==> config.mk <==
export PLATFORM = sky130hd
export DESIGN_NAME = traffic_table_replace_alarm_core
export DESIGN_NICKNAME = d
export VERILOG_FILES = /design/src/ttra_pkg.sv /design/src/ttra_ram.sv /design/src/ttra_age.sv /design/src/traffic_table_replace_alarm_core.sv
export SDC_FILE = /design/constraint.sdc
export NUM_CORES = 1
export LEC_CHECK = 0
export BUFFER_PORTS_ARGS = -buffer_cell sky130_fd_sc_hd__buf_2
export CELL_PAD_IN_SITES_DETAIL_PLACEMENT = 2
export CELL_PAD_IN_SITES_GLOBAL_PLACEMENT = 2
export CORE_ASPECT_RATIO = 0.8
export CORE_MARGIN = 8
export CORE_UTILIZATION = 40
export DETAILED_ROUTE_END_ITERATION = 12
export PLACE_DENSITY = 0.77
export REMOVE_ABC_BUFFERS = 1
export SYNTH_ARGS = -nofsm -noshare
export SYNTH_HDL_FRONTEND = slang
export SYNTH_HIERARCHICAL = 1
export SYNTH_SLANG_ARGS = --single-unit
==> constraint.sdc <==
create_clock -name clk -period 17.4 [get_ports clk]
set_input_delay 3.48 -clock clk [delete_from_list [all_inputs] [get_ports clk]]
set_output_delay 3.48 -clock clk [all_outputs]
set_load 0.1 [all_outputs]
==> src/ttra_pkg.sv <==
// Shared types and constants for the traffic table with alarm-driven replacement.
`default_nettype none
package ttra_pkg;

  localparam int CFG_IDX_W  = 3;
  localparam int CFG_DATA_W = 16;

  localparam logic [1:0] OP_REPORT = 2'd0;
  localparam logic [1:0] OP_SWEEP  = 2'd1;
  localparam logic [1:0] OP_SCAN   = 2'd2;

  localparam logic [CFG_IDX_W-1:0] REG_CLOSE_ZONE   = 3'd0;
  localparam logic [CFG_IDX_W-1:0] REG_VERTICAL_SEP = 3'd1;
  localparam logic [CFG_IDX_W-1:0] REG_ENTRY_EXPIRY = 3'd2;
  localparam logic [CFG_IDX_W-1:0] REG_REFRESH      = 3'd3;
  localparam logic [CFG_IDX_W-1:0] REG_SOUND_EXPIRY = 3'd4;
  localparam logic [CFG_IDX_W-1:0] REG_SOUND_ENABLE = 3'd5;

  localparam logic [15:0] CLOSE_ZONE_RST   = 16'd10000;
  localparam logic [14:0] VERTICAL_SEP_RST = 15'd300;
  localparam logic [7:0]  ENTRY_EXPIRY_RST = 8'd5;
  localparam logic [7:0]  REFRESH_RST      = 8'd2;
  localparam logic [7:0]  SOUND_EXPIRY_RST = 8'd3;
  localparam logic        SOUND_ENABLE_RST = 1'b1;

  typedef struct packed {
    logic [23:0] id;
    logic [1:0]  alarm;
    logic [1:0]  alerted;
    logic [19:0] adj_range;
    logic [31:0] stamp;
  } entry_t;

  typedef struct packed {
    logic expired;
    logic stale;
    logic audible;
  } age_t;

endpackage
`default_nettype wire

==> src/ttra_ram.sv <==
// Generic single-write, single-read RAM with registered read data.
`default_nettype none
module ttra_ram #(
  parameter int WIDTH = 8,
  parameter int DEPTH = 8
) (
  input  wire logic                     clk,
  input  wire logic                     we,
  input  wire logic [$clog2(DEPTH)-1:0] waddr,
  input  wire logic [WIDTH-1:0]         wdata,
  input  wire logic [$clog2(DEPTH)-1:0] raddr,
  output logic      [WIDTH-1:0]         rdata
);

  logic [WIDTH-1:0] mem [DEPTH];

  always_ff @(posedge clk) begin
    if (we) begin
      mem[waddr] <= wdata;
    end
    rdata <= mem[raddr];
  end

endmodule
`default_nettype wire

==> src/ttra_age.sv <==
// Shared age unit: one 33-bit time difference checked against the three intervals.
`default_nettype none
module ttra_age (
  input  wire logic [31:0]     now,
  input  wire logic [31:0]     stamp,
  input  wire logic [7:0]      expiry,
  input  wire logic [7:0]      refresh,
  input  wire logic [7:0]      sound_win,
  output ttra_pkg::age_t       age
);
  import ttra_pkg::*;

  logic [32:0] diff;
  logic        pos;
  logic        big;

  assign diff = {1'b0, now} - {1'b0, stamp};
  assign pos  = ~diff[32];
  assign big  = diff[31:8] != 24'd0;

  assign age.expired = pos && (big || (diff[7:0] > expiry));
  assign age.stale   = pos && (big || (diff[7:0] >= refresh));
  assign age.audible = ~(pos && (big || (diff[7:0] > sound_win)));

endmodule
`default_nettype wire

==> src/traffic_table_replace_alarm_core.sv <==
// Top level of the traffic table with alarm-driven replacement and sound scan.
//
// A word is taken when start is high and busy is low. The operation selects a
// traffic report, an update sweep or a sound scan. Every word produces exactly
// one result, shown for a single cycle while done is high; the receiver cannot
// stall, so the result must be captured in that cycle.
// For each word the sequencer reads one table entry per cycle from the entry
// RAM and passes it through the shared age unit; then the S_FINAL state
// decides and writes the chosen slot and the S_DONE state presents the
// result. busy stays high until the result cycle ends, so the next word can
// be taken in the cycle after done, not before.
// Configuration registers are written through cfg_valid/cfg_ready with an
// index and data; cfg_ready is always high and writes are meant for idle time.
// Reset restores the register defaults, marks every slot empty and clears the
// entry count and strobe level. Slots that are not marked occupied read as
// zero, so the RAM itself needs no clearing pass.
`default_nettype none
module traffic_table_replace_alarm_core #(
  parameter int TABLE_DEPTH = 8
) (
  input  wire logic                               clk,
  input  wire logic                               rst,
  input  wire logic                               start,
  output logic                                    busy,
  output logic                                    done,
  input  wire logic [1:0]                         operation,
  input  wire logic [31:0]                        now_s,
  input  wire logic [23:0]                        report_id,
  input  wire logic [1:0]                         report_alarm,
  input  wire logic [15:0]                        report_distance,
  input  wire logic signed [15:0]                 report_vertical,
  input  wire logic [19:0]                        report_adj_dist,
  output logic                                    report_stored,
  output logic [2:0]                              report_slot,
  output logic [1:0]                              sound_level,
  output logic [1:0]                              strobe_level,
  output logic [3:0]                              occupancy,
  input  wire logic                               cfg_valid,
  output logic                                    cfg_ready,
  input  wire logic [ttra_pkg::CFG_IDX_W-1:0]     cfg_index,
  input  wire logic [ttra_pkg::CFG_DATA_W-1:0]    cfg_data
);
  import ttra_pkg::*;

  localparam int AW = $clog2(TABLE_DEPTH);
  localparam int CW = $clog2(TABLE_DEPTH + 1);
  localparam int EW = $bits(entry_t);
  localparam logic [AW:0] DEPTH_C = (AW + 1)'(TABLE_DEPTH);

  localparam logic [1:0] S_IDLE  = 2'd0;
  localparam logic [1:0] S_LOOP  = 2'd1;
  localparam logic [1:0] S_FINAL = 2'd2;
  localparam logic [1:0] S_DONE  = 2'd3;

  logic [1:0]             state;
  logic [TABLE_DEPTH-1:0] occ;
  logic [CW-1:0]          cnt;
  logic [1:0]             max_alarm_seen;
  logic [AW:0]            rd_cnt;
  logic                   ev_valid;
  logic [AW-1:0]          ev_idx;

  logic [15:0] close_zone_m;
  logic [14:0] vertical_sep_m;
  logic [7:0]  entry_expiry_s;
  logic [7:0]  refresh_interval_s;
  logic [7:0]  sound_expiry_s;
  logic        sound_enable;

  logic [1:0]  op_q;
  logic [31:0] now_q;
  logic [23:0] rid_q;
  logic [1:0]  ralarm_q;
  logic [19:0] radj_q;
  logic        drop_q;

  logic          match_found;
  logic [AW-1:0] match_k;
  logic [1:0]    match_alerted;
  logic          free_found;
  logic [AW-1:0] free_k;
  logic [19:0]   far_d;
  logic [AW-1:0] far_k;
  logic [1:0]    far_alarm;
  logic          low_set;
  logic [AW-1:0] low_k;
  logic [1:0]    low_alarm;
  logic [19:0]   low_d;
  logic [1:0]    max_acc;
  logic [1:0]    snd;
  logic [AW-1:0] pick_k;
  logic [23:0]   pick_id;
  logic [1:0]    pick_alarm;
  logic [19:0]   pick_adj;

  logic [EW-1:0] rd_word;
  logic [AW-1:0] rd_addr;
  entry_t        ent;
  logic          ent_occ;
  age_t          age;

  logic          ram_we;
  logic [AW-1:0] ram_waddr;
  entry_t        ram_wdata;

  logic          sweep_we;
  logic          sweep_clr;
  entry_t        sweep_word;
  logic          fin_we;
  logic [AW-1:0] fin_k;
  entry_t        fin_word;
  entry_t        new_word;

  logic [16:0] vabs;
  logic        drop_in;
  logic [31:0] slot_ext;
  logic [31:0] cnt_ext;

  assign cfg_ready = 1'b1;
  assign busy      = state != S_IDLE;
  assign done      = state == S_DONE;

  assign rd_addr = rd_cnt[AW-1:0];
  assign ent_occ = occ[ev_idx];
  assign ent     = ent_occ ? entry_t'(rd_word) : '0;

  ttra_ram #(
    .WIDTH(EW),
    .DEPTH(TABLE_DEPTH)
  ) u_ram (
    .clk  (clk),
    .we   (ram_we),
    .waddr(ram_waddr),
    .wdata(ram_wdata),
    .raddr(rd_addr),
    .rdata(rd_word)
  );

  ttra_age u_age (
    .now      (now_q),
    .stamp    (ent.stamp),
    .expiry   (entry_expiry_s),
    .refresh  (refresh_interval_s),
    .sound_win(sound_expiry_s),
    .age      (age)
  );

  assign vabs = report_vertical[15] ? (17'd0 - {1'b1, report_vertical})
                                    : {1'b0, report_vertical};
  assign drop_in = (report_id == 24'd0) ||
                   ((report_alarm == 2'd0) &&
                    ((report_distance > close_zone_m) || (vabs > {2'b00, vertical_sep_m})));

  always_comb begin
    sweep_clr  = ev_valid && (op_q == OP_SWEEP) && ent_occ && age.expired;
    sweep_we   = ev_valid && (op_q == OP_SWEEP) && ent_occ &&
                 (age.expired || (age.stale && (ent.alarm < ent.alerted)));
    sweep_word = ent;
    sweep_word.alerted = ent.alarm;
    if (sweep_clr) begin
      sweep_word = '0;
    end
  end

  always_comb begin
    new_word.id        = rid_q;
    new_word.alarm     = ralarm_q;
    new_word.alerted   = 2'd0;
    new_word.adj_range = radj_q;
    new_word.stamp     = now_q;
    fin_we   = 1'b0;
    fin_k    = '0;
    fin_word = new_word;
    if ((op_q == OP_REPORT) && !drop_q) begin
      priority if (match_found) begin
        fin_we           = 1'b1;
        fin_k            = match_k;
        fin_word.alerted = match_alerted;
      end else if (free_found) begin
        fin_we = 1'b1;
        fin_k  = free_k;
      end else if (ralarm_q > low_alarm) begin
        fin_we = 1'b1;
        fin_k  = low_k;
      end else if ((radj_q < far_d) && (ralarm_q >= far_alarm)) begin
        fin_we = 1'b1;
        fin_k  = far_k;
      end
    end else if ((op_q == OP_SCAN) && sound_enable && (snd != 2'd0)) begin
      fin_we             = 1'b1;
      fin_k              = pick_k;
      fin_word.id        = pick_id;
      fin_word.alarm     = pick_alarm;
      fin_word.alerted   = snd;
      fin_word.adj_range = pick_adj;
      fin_word.stamp     = now_q;
    end
  end

  always_comb begin
    ram_we    = 1'b0;
    ram_waddr = ev_idx;
    ram_wdata = sweep_word;
    if (state == S_LOOP) begin
      ram_we = sweep_we;
    end else if (state == S_FINAL) begin
      ram_we    = fin_we;
      ram_waddr = fin_k;
      ram_wdata = fin_word;
    end
  end

  always_ff @(posedge clk) begin
    if (rst) begin
      state              <= S_IDLE;
      occ                <= '0;
      cnt                <= '0;
      max_alarm_seen     <= 2'd0;
      rd_cnt             <= '0;
      ev_valid           <= 1'b0;
      close_zone_m       <= CLOSE_ZONE_RST;
      vertical_sep_m     <= VERTICAL_SEP_RST;
      entry_expiry_s     <= ENTRY_EXPIRY_RST;
      refresh_interval_s <= REFRESH_RST;
      sound_expiry_s     <= SOUND_EXPIRY_RST;
      sound_enable       <= SOUND_ENABLE_RST;
    end else begin
      if (cfg_valid && cfg_ready) begin
        unique case (cfg_index)
          REG_CLOSE_ZONE:   close_zone_m       <= cfg_data;
          REG_VERTICAL_SEP: vertical_sep_m     <= cfg_data[14:0];
          REG_ENTRY_EXPIRY: entry_expiry_s     <= cfg_data[7:0];
          REG_REFRESH:      refresh_interval_s <= cfg_data[7:0];
          REG_SOUND_EXPIRY: sound_expiry_s     <= cfg_data[7:0];
          REG_SOUND_ENABLE: sound_enable       <= cfg_data[0];
          default: begin
          end
        endcase
      end
      unique case (state)
        S_IDLE: begin
          if (start) begin
            state    <= S_LOOP;
            rd_cnt   <= '0;
            ev_valid <= 1'b0;
          end
        end
        S_LOOP: begin
          if (rd_cnt != DEPTH_C) begin
            rd_cnt   <= rd_cnt + (AW + 1)'(1);
            ev_valid <= 1'b1;
          end else begin
            ev_valid <= 1'b0;
            if (!ev_valid) begin
              state <= S_FINAL;
            end
          end
          if (sweep_clr) begin
            occ[ev_idx] <= 1'b0;
            cnt         <= cnt - CW'(1);
          end
        end
        S_FINAL: begin
          if (fin_we) begin
            occ[fin_k] <= 1'b1;
            if (!occ[fin_k]) begin
              cnt <= cnt + CW'(1);
            end
          end
          if ((op_q == OP_SCAN) && sound_enable) begin
            max_alarm_seen <= max_acc;
          end
          state <= S_DONE;
        end
        S_DONE: begin
          state <= S_IDLE;
        end
        default: begin
          state <= S_IDLE;
        end
      endcase
    end
  end

  assign slot_ext = 32'(fin_k);

  always_ff @(posedge clk) begin
    if ((state == S_IDLE) && start) begin
      op_q        <= operation;
      now_q       <= now_s;
      rid_q       <= report_id;
      ralarm_q    <= report_alarm;
      radj_q      <= report_adj_dist;
      drop_q      <= drop_in;
      match_found <= 1'b0;
      free_found  <= 1'b0;
      far_d       <= 20'd0;
      far_k       <= '0;
      far_alarm   <= 2'd0;
      low_set     <= 1'b0;
      max_acc     <= 2'd0;
      snd         <= 2'd0;
      pick_k      <= '0;
    end
    if (state == S_LOOP) begin
      ev_idx <= rd_addr;
    end
    if ((state == S_LOOP) && ev_valid) begin
      if (op_q == OP_REPORT) begin
        if (!match_found && ent_occ && (ent.id == rid_q)) begin
          match_found   <= 1'b1;
          match_k       <= ev_idx;
          match_alerted <= ent.alerted;
        end
        if (!free_found) begin
          if (!ent_occ || age.expired) begin
            free_found <= 1'b1;
            free_k     <= ev_idx;
          end else begin
            if (ent.adj_range > far_d) begin
              far_d     <= ent.adj_range;
              far_k     <= ev_idx;
              far_alarm <= ent.alarm;
            end
            if (!low_set || (ent.alarm < low_alarm) ||
                ((ent.alarm == low_alarm) && (ent.adj_range > low_d))) begin
              low_set   <= 1'b1;
              low_k     <= ev_idx;
              low_alarm <= ent.alarm;
              low_d     <= ent.adj_range;
            end
          end
        end
      end else if (op_q == OP_SCAN) begin
        if (ent_occ && age.audible) begin
          if (ent.alarm > max_acc) begin
            max_acc <= ent.alarm;
          end
          if ((ent.alarm > snd) && (ent.alarm > ent.alerted)) begin
            snd        <= ent.alarm;
            pick_k     <= ev_idx;
            pick_id    <= ent.id;
            pick_alarm <= ent.alarm;
            pick_adj   <= ent.adj_range;
          end
        end
      end
    end
    if (state == S_FINAL) begin
      report_stored <= (op_q == OP_REPORT) && fin_we;
      report_slot   <= ((op_q == OP_REPORT) && fin_we) ? slot_ext[2:0] : 3'd0;
      sound_level   <= ((op_q == OP_SCAN) && sound_enable) ? snd : 2'd0;
    end
  end

  assign cnt_ext      = 32'(cnt);
  assign occupancy    = cnt_ext[3:0];
  assign strobe_level = max_alarm_seen;

endmodule
`default_nettype wire
* Word-level counts from Yosys, hierarchy flattened
Memory sizes are Yosys's and may differ from the RTL's. A register that Yosys moved wholly into a read port is not among the register bits. Cells that the tools add are included.
Cells by class: eq/ne operators 20, shifts and indexed selects 0, magnitude comparators 19, mux-type cells 104, reductions and logical operators 62, divide/modulo/power cells 0, multiply operators 0, bitwise gates (word level) 8, $add $sub $neg 5
Operators with widths (number):
- $mux W80 | 5
- $mux W20 | 6
- $mux W3 | 20
- $mux W52 | 1
- $mux W2 | 23
- $gt A20 B20 Y1 | 2
- $sub A32 B32 Y33 | 1
- $mux W1 | 31
- $mux W26 | 1
- $eq A24 B24 Y1 | 1
- $logic_not A24 Y1 | 1
- $reduce_bool A24 Y1 | 1
- $logic_and A1 B1 Y1 | 23
- $lt A20 B20 Y1 | 1
- $mux W4 | 5
- $gt A17 B15 Y1 | 1
- $mux W17 | 1
- $sub A1 B17 Y17 const A | 1
- $gt A16 B16 Y1 | 1
- $gt A8 B8 Y1 | 2
- $mux W8 | 2
- $pmux W4 S2 | 2
- $pmux W8 S2 | 1
- $reduce_and A2 Y1 | 8
- other kinds (32) | 77
Word-level totals: memory bits (writable) 640, word-level logic and storage cells 259, bits in registers 281, memories kept 1, ROM bits 0, input bits 135, output and inout bits 15, bits in latches 0
Memory list:
- u_ram.mem | depth 8, bits a word 80, rd ports 1, clocked after Yosys merged registers in 1, write ports 1, RTL line ttra_ram.sv:15 | logic [WIDTH-1:0] mem [DEPTH];

* Logic depth before layout (Yosys ltp)
Gate-level depths: netlist of the first run.
depth in word-level cells 14, depth in mapped cells 25

* Modules after synthesis
The synthesis of the first run kept the hierarchy.
By module, submodules not included:
- ttra_ram | instances 1, area each 25654.6 um2, sequential area each 20820.0 um2, cells an instance 1018
- traffic_table_replace_alarm_core | instances 1, area each 15157.0 um2, sequential area each 7317.0 um2, cells an instance 1557
- ttra_age | instances 1, area each 2797.7 um2, sequential area each 0.0 um2, cells an instance 429

* Worst setup path before layout of the first run
Ideal clock, no wire load.
path kind register to register, start point register ev_idx[1], end point memory u_ram/mem[0][0] in the netlist's numbering (enable), library setup time 616 ps, setup slack 6761 ps, buffers on the path 3, clock period less this slack 10639 ps, stages on the path, launching flop included 23, arrival time 10023 ps, cell sequence edfxtp_1 -> buf_6 -> mux4_2 -> mux2_2 -> clkbuf_1 -> clkbuf_1 -> and2_1 -> ha_1 -> fa_1 -> nand2b_1 -> a21oi_1 -> o21ai_1 -> a21oi_1 -> nor3_1 -> o31a_1 -> a211oi_1 -> a2111oi_4 -> a31oi_1 -> a21o_1 -> nand3_1 -> o21ai_0 -> nand2b_1 -> nor3_1
RTL lines:
- start: declaration | RTL line traffic_table_replace_alarm_core.sv:61 | logic [AW-1:0] ev_idx;
- start signal: assignment | RTL line traffic_table_replace_alarm_core.sv:306 | ev_idx <= rd_addr;
- end: declaration | RTL line ttra_ram.sv:15

==> results.sh, run 1 <==
export IMPL_fin_ws_ns=8.734
export IMPL_combPwrFrac=0.202
export IMPL_cp_required_ns=17.72
export IMPL_cts_tree="built"
export IMPL_pwr_share_clk=0.352
export IMPL_root_buffer="clkbuf_16"
export IMPL_yosys_warnings=6
export IMPL_grt_pass1_wl_microns=204800
export IMPL_grt_max_degree=111
export IMPL_grt_usage=0.2276
export IMPL_synth_seq_cells=1001
export IMPL_io_buffers=148
export IMPL_power_frac_seq=0.446
export IMPL_htreeDepth=3
export IMPL_ys_seq_area_frac=0.6452
export IMPL_vias_per_cell=5.788
export IMPL_status="completed"
export IMPL_power_leakage_nw=16.77
export IMPL_drv_slew=0
export IMPL_max_slew_margin=0.09929
export IMPL_die_h_microns=311.3
export IMPL_synth_area_leader_cell="edfxtp_1"
export IMPL_grt_met3_usage=0.03923
export IMPL_startpoint_type="flip-flop"
export IMPL_gp_congestion=0.8184
export IMPL_start_util=0.4029
export IMPL_p_sw_w=0.001976
export IMPL_drv_cap=0
export IMPL_grt_pass1_vias=30810
export IMPL_use_met2=0.3929
export IMPL_synth_main_ff_cell="edfxtp_1"
export IMPL_antenna_found_initial=5
export IMPL_met1_usage=0.2880
export IMPL_die_x_microns=385.2
export IMPL_worstSkewPairLatency_ns=0.72
export IMPL_cts_resized=0
export IMPL_grt_overflow_total=0
export IMPL_final_cell_mix="edfxtp_1 (809), nand2_1 (318), dfxtp_1 (189)"
export IMPL_mostFrequentLayoutCell="edfxtp_1"
export IMPL_clk_path_buf_depth=3
export IMPL_wl_per_cell_microns=29.63
export IMPL_finalSetupTns_ns=0
export IMPL_drc_errors=0
export IMPL_drt_iter0_markers=1877
export IMPL_routed_wl_microns=138800
export IMPL_finalCritPeriodShare=0.4980
export IMPL_synth_top_area_frac=0.5571
export IMPL_row_count=108
export IMPL_netlist_instances=3004
export IMPL_drt_pass1_iter_count=5
export IMPL_p_per_area_nw_per_um2=133.6
export IMPL_crit_type="reg -> reg"
export IMPL_end_kind="flip-flop"
export IMPL_synth_cell_types=85
export IMPL_io_pins=150
export IMPL_cts_hold_buf=0
export IMPL_dp_slack_ns=8.945
export IMPL_holdWs_ns=0.4590
export IMPL_hpwlAfterDp_microns=85760
export IMPL_vias=27120
export IMPL_rsz0062_at_grt="false"
export IMPL_irDropWorstVdd_uv=88.99
export IMPL_nets=3470
export IMPL_synth_area_top_cells="edfxtp_1 (56%), dfxtp_1 (8.8%), mux4_2 (8.4%), ha_1 (4.7%), nand2_1 (2.7%)"
export IMPL_setup_viol=0
export IMPL_finalHoldViolations=0
export IMPL_synthArstFlopShare=0
export IMPL_cts_buffers=102
export IMPL_final_util=0.4566
export IMPL_synth_edf_count=809
export IMPL_syn_area_sq_um=43610
export IMPL_area_growth_synth_to_final_pct=13.33
export IMPL_cts_sinks=1001
export IMPL_internal_power_w=0.004629
export IMPL_swShare=0.2991
export IMPL_postRouteAntennaNets=0
export IMPL_top_usage_layer="met2"
export IMPL_tightest_slew_ns=1.337
export IMPL_cp_max_fo=69
export IMPL_fmax_ghz=0.1154
export IMPL_min_period_ns=8.666
export IMPL_hold_path_class="reg -> reg"
export IMPL_p_total_w=0.006605
export IMPL_fin_skew_ns=0.04154
export IMPL_clkTransAtPathRegs_ns=0.06
export IMPL_cts_setup_buffers=0
export IMPL_cp_arrival_ns=8.98
export IMPL_die_area_sq_um=119900
export IMPL_coreArea_sq_um=108200
export IMPL_avgSynthCellArea_sq_um=14.52
export IMPL_drive_above_1_share=0.1935
synth_stat cells (74+ instances only):
library cell    n
mux4_2        162
mux2_2         90
inv_1         171
edfxtp_1      809
nor2_1         89
o21ai_0       130
ha_1          165
mux2i_1        74
clkbuf_1       75
nand2_1       318
a21oi_1       133
dfxtp_1       192
state kept, by name, indices dropped and copies added (netlist names), 4 cells and up:
signal / cells
refresh_interval_s: 8
far_d: 20
occ: 8
close_zone_m: 16
occupancy: 4
rd_cnt: 4
u_ram/mem: 640
entry_expiry_s: 8
low_d: 20
rid_q: 24
u_ram/rdata: 80
vertical_sep_m: 15
pick_id: 24
now_q: 32
radj_q: 20
sound_expiry_s: 8
pick_adj: 20
routing by layer:
layer,part of all wire,vias to the layer above
met5,0.00019,-
met4,0.037,4
met3,0.051,291
met2,0.50,861
met1,0.41,14260
li1,-,11700
final cells by class:
| class | count | area [sq um] |
|---|---|---|
| Multi-Input combinational cell | 1705 | 14320 |
| Fill cell | 10240 | 58820 |
| Clock inverter | 37 | 520.5 |
| Clock buffer | 154 | 2963 |
| Inverter | 173 | 651.9 |
| Tap cell | 1430 | 1789 |
| Timing Repair Buffer | 185 | 1031 |
| Antenna cell | 1 | 2.502 |
| Sequential cell | 1001 | 28150 |
critical path, stage by stage, from the launching register on:
cell and delay (ns):
edfxtp_1 0.59, mux4_2 0.45, mux2_2 0.45, buf_4 0.85, and2_1 0.27, inv_1 0.05, ha_1 0.42, and2_1 0.24
and3_1 0.21, nand2_1 0.07, a21oi_1 0.32, a2bb2oi_1 0.41, nor3_1 0.09, a211oi_1 0.47, a2111oi_4 0.10, a31oi_1 0.74
a21o_1 0.15, nand3_1 0.11, o21ai_0 0.17, nand2b_1 0.30, nor3_2 0.20, buf_4 0.68, buf_4 0.81
per-stage QoR:
| stage | instance area, sq um | instances |
|---|---|---|
| finish | 49420 | 4686 |
| global route | 49420 | 4685 |
| CTS | 49420 | 4685 |
| detailed placement | 45940 | 4494 |
| global placement | 45940 | 4494 |
| floorplan | 43010 | 2879 |
worst paths after layout:
check                                                  start                            to  slack [ns]  cells past startpoint
worst min register to register  close_zone_m[3]$_SDFFE_PP0P_  close_zone_m[3]$_SDFFE_PP0P_        0.46                      2
worst min-delay path            close_zone_m[3]$_SDFFE_PP0P_  close_zone_m[3]$_SDFFE_PP0P_        0.46                      2
worst max register to register           ev_idx[1]$_DFFE_PP_    u_ram/mem[0][71]$_DFFE_PP_        8.73                     22
worst max-delay path                     ev_idx[1]$_DFFE_PP_    u_ram/mem[0][71]$_DFFE_PP_        8.73                     22
cell families (layout without fill, tap and decap cells):
kind of cell    Yosys count  in the layout  share of synthesized area
other cells               1              2                 0.00008599
compound gates          463            463                    0.06596
mux                     332            332                     0.1260
fa+ha+maj               168            168                    0.04852
flops                  1001           1001                     0.6452
xor+xnor                 55             55                    0.01105
simple gates            686            686                    0.07454
buf+inv                 298            549                    0.02869
power groups by stage:
stage	combinational [W]	clock, W	sequential (W)
final	0.00134	0.00233	0.00294
after global routing	0.00144	0.00244	0.00295
after CTS	0.00134	0.00237	0.00294
after detailed placement	0.00131	0	0.00299
after global placement	0.00121	0	0.00298
after floorplan	0.000843	0	0.00302
(Power assumes the default switching activity.)
==> inputs of run 2 (changes only) <==
ABC_AREA = 1   (was unset)
PLACE_DENSITY = 0.87   (was 0.77)
clock period = 9.1 ns   (was 17.4 ns; I/O delays follow)
==> results.sh, run 2 <==
export IMPL_power_leakage_nw=24.63
export IMPL_finalCritPeriodShare=0.8395
export IMPL_synth_seq_cells=1001
export IMPL_multiInputGateArea_sq_um=14910
export IMPL_synthArstFlopShare=0
export IMPL_grt_pass1_vias=44560
export IMPL_cp_startpoint="ev_idx[2]$_DFFE_PP_"
export IMPL_top_register="u_ram/mem"
export IMPL_worstPathBufferInverterCount=8
export IMPL_dp_slack_ns=2.009
export IMPL_io_buffers=148
export IMPL_yosys_top_cells_count="nand2_1 (1,621), inv_1 (1,091), edfxtp_1 (809)"
export IMPL_root_buffer="clkbuf_16"
export IMPL_seq_area_sq_um=28150
export IMPL_cts_resized=0
export IMPL_cts_sinks=1001
export IMPL_coreArea_sq_um=120100
export IMPL_finalHoldViolations=0
export IMPL_crit_top_cell="nand2_1"
export IMPL_cts_buffers=106
export IMPL_grt_max_degree=113
export IMPL_critPathSlowestCell="nor2_4"
export IMPL_r2r_end="occ[0]$_SDFFE_PP0P_"
export IMPL_hpwlAfterDp_microns=113700
export IMPL_worstSkewPairLatency_ns=0.73
export IMPL_synth_top_area_frac=0.5047
export IMPL_final_util=0.4496
export IMPL_postRouteAntennaNets=0
export IMPL_critPathCapture="occ[0]$_SDFFE_PP0P_"
export IMPL_syn_area_sq_um=48130
export IMPL_synth_area_leader_cell="edfxtp_1"
export IMPL_antenna_found_initial=5
export IMPL_avgSynthCellArea_sq_um=8.948
export IMPL_cp_required_ns=9.68
export IMPL_fmax_ghz=0.1309
export IMPL_cts_hold_buf=0
export IMPL_ys_seq_area_frac=0.5846
export IMPL_mostFrequentLayoutCell="nand2_1"
export IMPL_status="completed"
export IMPL_cts_setup_buffers=0
export IMPL_timing_rr_start="ev_idx[2]$_DFFE_PP_"
export IMPL_wl_per_cell_microns=26.27
export IMPL_vias_per_cell=5.422
export IMPL_drv_cap=0
export IMPL_htreeDepth=3
export IMPL_synth_edf_count=809
export IMPL_routed_wl_microns=189300
export IMPL_synth_area_top_cells="edfxtp_1 (50%), nand2_1 (13%), inv_1 (8.5%), dfxtp_1 (8.0%), nand3_1 (4.7%)"
export IMPL_drt_iter0_markers=2790
export IMPL_cp_arrival_ns=8.22
export IMPL_cpPeakStageDelay_ns=0.84
export IMPL_die_x_microns=403.8
export IMPL_grt_usage=0.2803
export IMPL_fin_skew_ns=0.03825
export IMPL_fillers=13000
export IMPL_p_total_w=0.01468
export IMPL_cp_max_fo=31
export IMPL_row_count=114
export IMPL_p_per_area_nw_per_um2=271.9
export IMPL_die_area_sq_um=131800
export IMPL_clkTransAtPathRegs_ns=0.06
export IMPL_synth_cell_types=61
export IMPL_drt_pass1_iter_count=5
export IMPL_rsz0062_at_grt="false"
export IMPL_nets=5791
export IMPL_tightest_slew_ns=1.388
export IMPL_vias=39080
export IMPL_io_pins=150
export IMPL_start_util=0.4008
export IMPL_setup_viol=0
export IMPL_grt_overflow_total=0
export IMPL_irDropWorstVdd_uv=155.3
export IMPL_drive_above_1_share=0.07920
export IMPL_top_regs="u_ram/mem: 640 flops, u_ram/rdata: 80 flops, now_q: 32 flops"
export IMPL_cp_num_cells=33
export IMPL_hold_path_class="reg -> reg"
export IMPL_synth_most_common_cell="nand2_1"
export IMPL_drc_errors=0
export IMPL_path_delay_family="simple AND/OR/NAND/NOR gates"
export IMPL_netlist_instances=5379
export IMPL_max_slew_margin=0.07167
export IMPL_startpoint_type="flip-flop"
export IMPL_area_growth_synth_to_final_pct=12.17
export IMPL_end_kind="flip-flop"
export IMPL_r2r_setup_slack_ns=1.46
export IMPL_fin_ws_ns=1.460
export IMPL_cts_tree="built"
export IMPL_largest_reg_flops=640
export IMPL_min_period_ns=7.640
export IMPL_finalSetupTns_ns=0
export IMPL_die_h_microns=326.3
export IMPL_ff2ff_path_depth=33
export IMPL_final_cell_mix="nand2_1 (1,621), inv_1 (1,089), edfxtp_1 (809)"
export IMPL_min_path_cells=2
export IMPL_crit_type="reg -> reg"
export IMPL_gp_congestion=0.8733
export IMPL_clk_path_buf_depth=3
export IMPL_grt_pass1_wl_microns=283200
export IMPL_synth_main_ff_cell="edfxtp_1"
export IMPL_yosys_warnings=6
export IMPL_drv_slew=0
## run 2: cell types whose count changed in the layout (fill, tap and decap cells not counted), sizes merged, moves of 34 or more
cell   previous run  this run
a21o             34         0
and2             74         2
inv             174      1118
mux2             96         0
mux2i            74         0
mux4            162         0
nand2           319      1639
nand3            29       456
nor2             89       321
o21ai           144       192
## run 2: final cells by class
type | count | area share
Inverter | 1111 | 0.07761
Clock buffer | 155 | 0.05682
Clock inverter | 45 | 0.009849
Multi-Input combinational cell | 3077 | 0.2761
Sequential cell | 1001 | 0.5213
Tap cell | 1624 | 0.03763
Timing Repair Buffer | 192 | 0.02053
Antenna cell | 2 | 0.00009269
## run 2: where the power goes
part | internal, W | switching (W) | total (W)
Clock | 0.00263 | 0.00202 | 0.00466
Sequential | 0.00550 | 0.000292 | 0.00579
Combinational | 0.00100 | 0.00324 | 0.00424
## run 2: worst min-delay path by stage
stage | from | slack, ns | to
floorplan | low_set$_DFF_P_ | 0.43 | low_set$_DFF_P_
global placement | refresh_interval_s[1]$_SDFFE_PP1P_ | 0.44 | refresh_interval_s[1]$_SDFFE_PP1P_
detailed placement | strobe_level[0]$_SDFFE_PP0P_ | 0.45 | strobe_level[0]$_SDFFE_PP0P_
CTS | strobe_level[0]$_SDFFE_PP0P_ | 0.46 | strobe_level[0]$_SDFFE_PP0P_
global route | strobe_level[0]$_SDFFE_PP0P_ | 0.48 | strobe_level[0]$_SDFFE_PP0P_
finish | strobe_level[0]$_SDFFE_PP0P_ | 0.46 | strobe_level[0]$_SDFFE_PP0P_
## run 2: metrics by stage
stage / hold slack [ns] / area (sq um) / instances
2_1_floorplan: 0.4261 / 47140 / 5189
3_3_place_gp: 0.4403 / 50390 / 7005
3_5_place_dp: 0.4461 / 50390 / 7005
4_1_cts: 0.4619 / 53990 / 7205
5_1_grt: 0.4837 / 53990 / 7205
6_report: 0.4586 / 53990 / 7207
## run 2: metal layers
| metal | wire, microns | vias up | track usage |
|---|---|---|---|
| met3 | 9143 | 445 | 0.04104 |
| met4 | 7525 | 2 | 0.1045 |
| met5 | 9 | - | 0 |
| met1 | 76920 | 20110 | 0.3418 |
| met2 | 95720 | 1240 | 0.5018 |
| li1 | - | 17280 | - |
## run 2: cell families (layout without fill, tap and decap cells)
family | count (synthesis) | after routing | synth area share
simple gates | 2485 | 2485 | 0.2121
compound gates | 385 | 385 | 0.04513
fa+ha+maj | 167 | 167 | 0.04372
buf+inv | 1301 | 1503 | 0.1073
flops | 1001 | 1001 | 0.5846
xor+xnor | 39 | 39 | 0.007096
other cells | 1 | 3 | 0.00007791
## run 2: worst register-to-register path, delay by kind of cell, from the launching register on
family,cells,cell delay [ns]
AND/OR/NAND/NOR,20,3.57
adder cells (fa/ha/maj),1,0.41
AO/OA/AOI/OAI,4,0.99
flip-flops,1,0.56
buffers and inverters,8,2.00
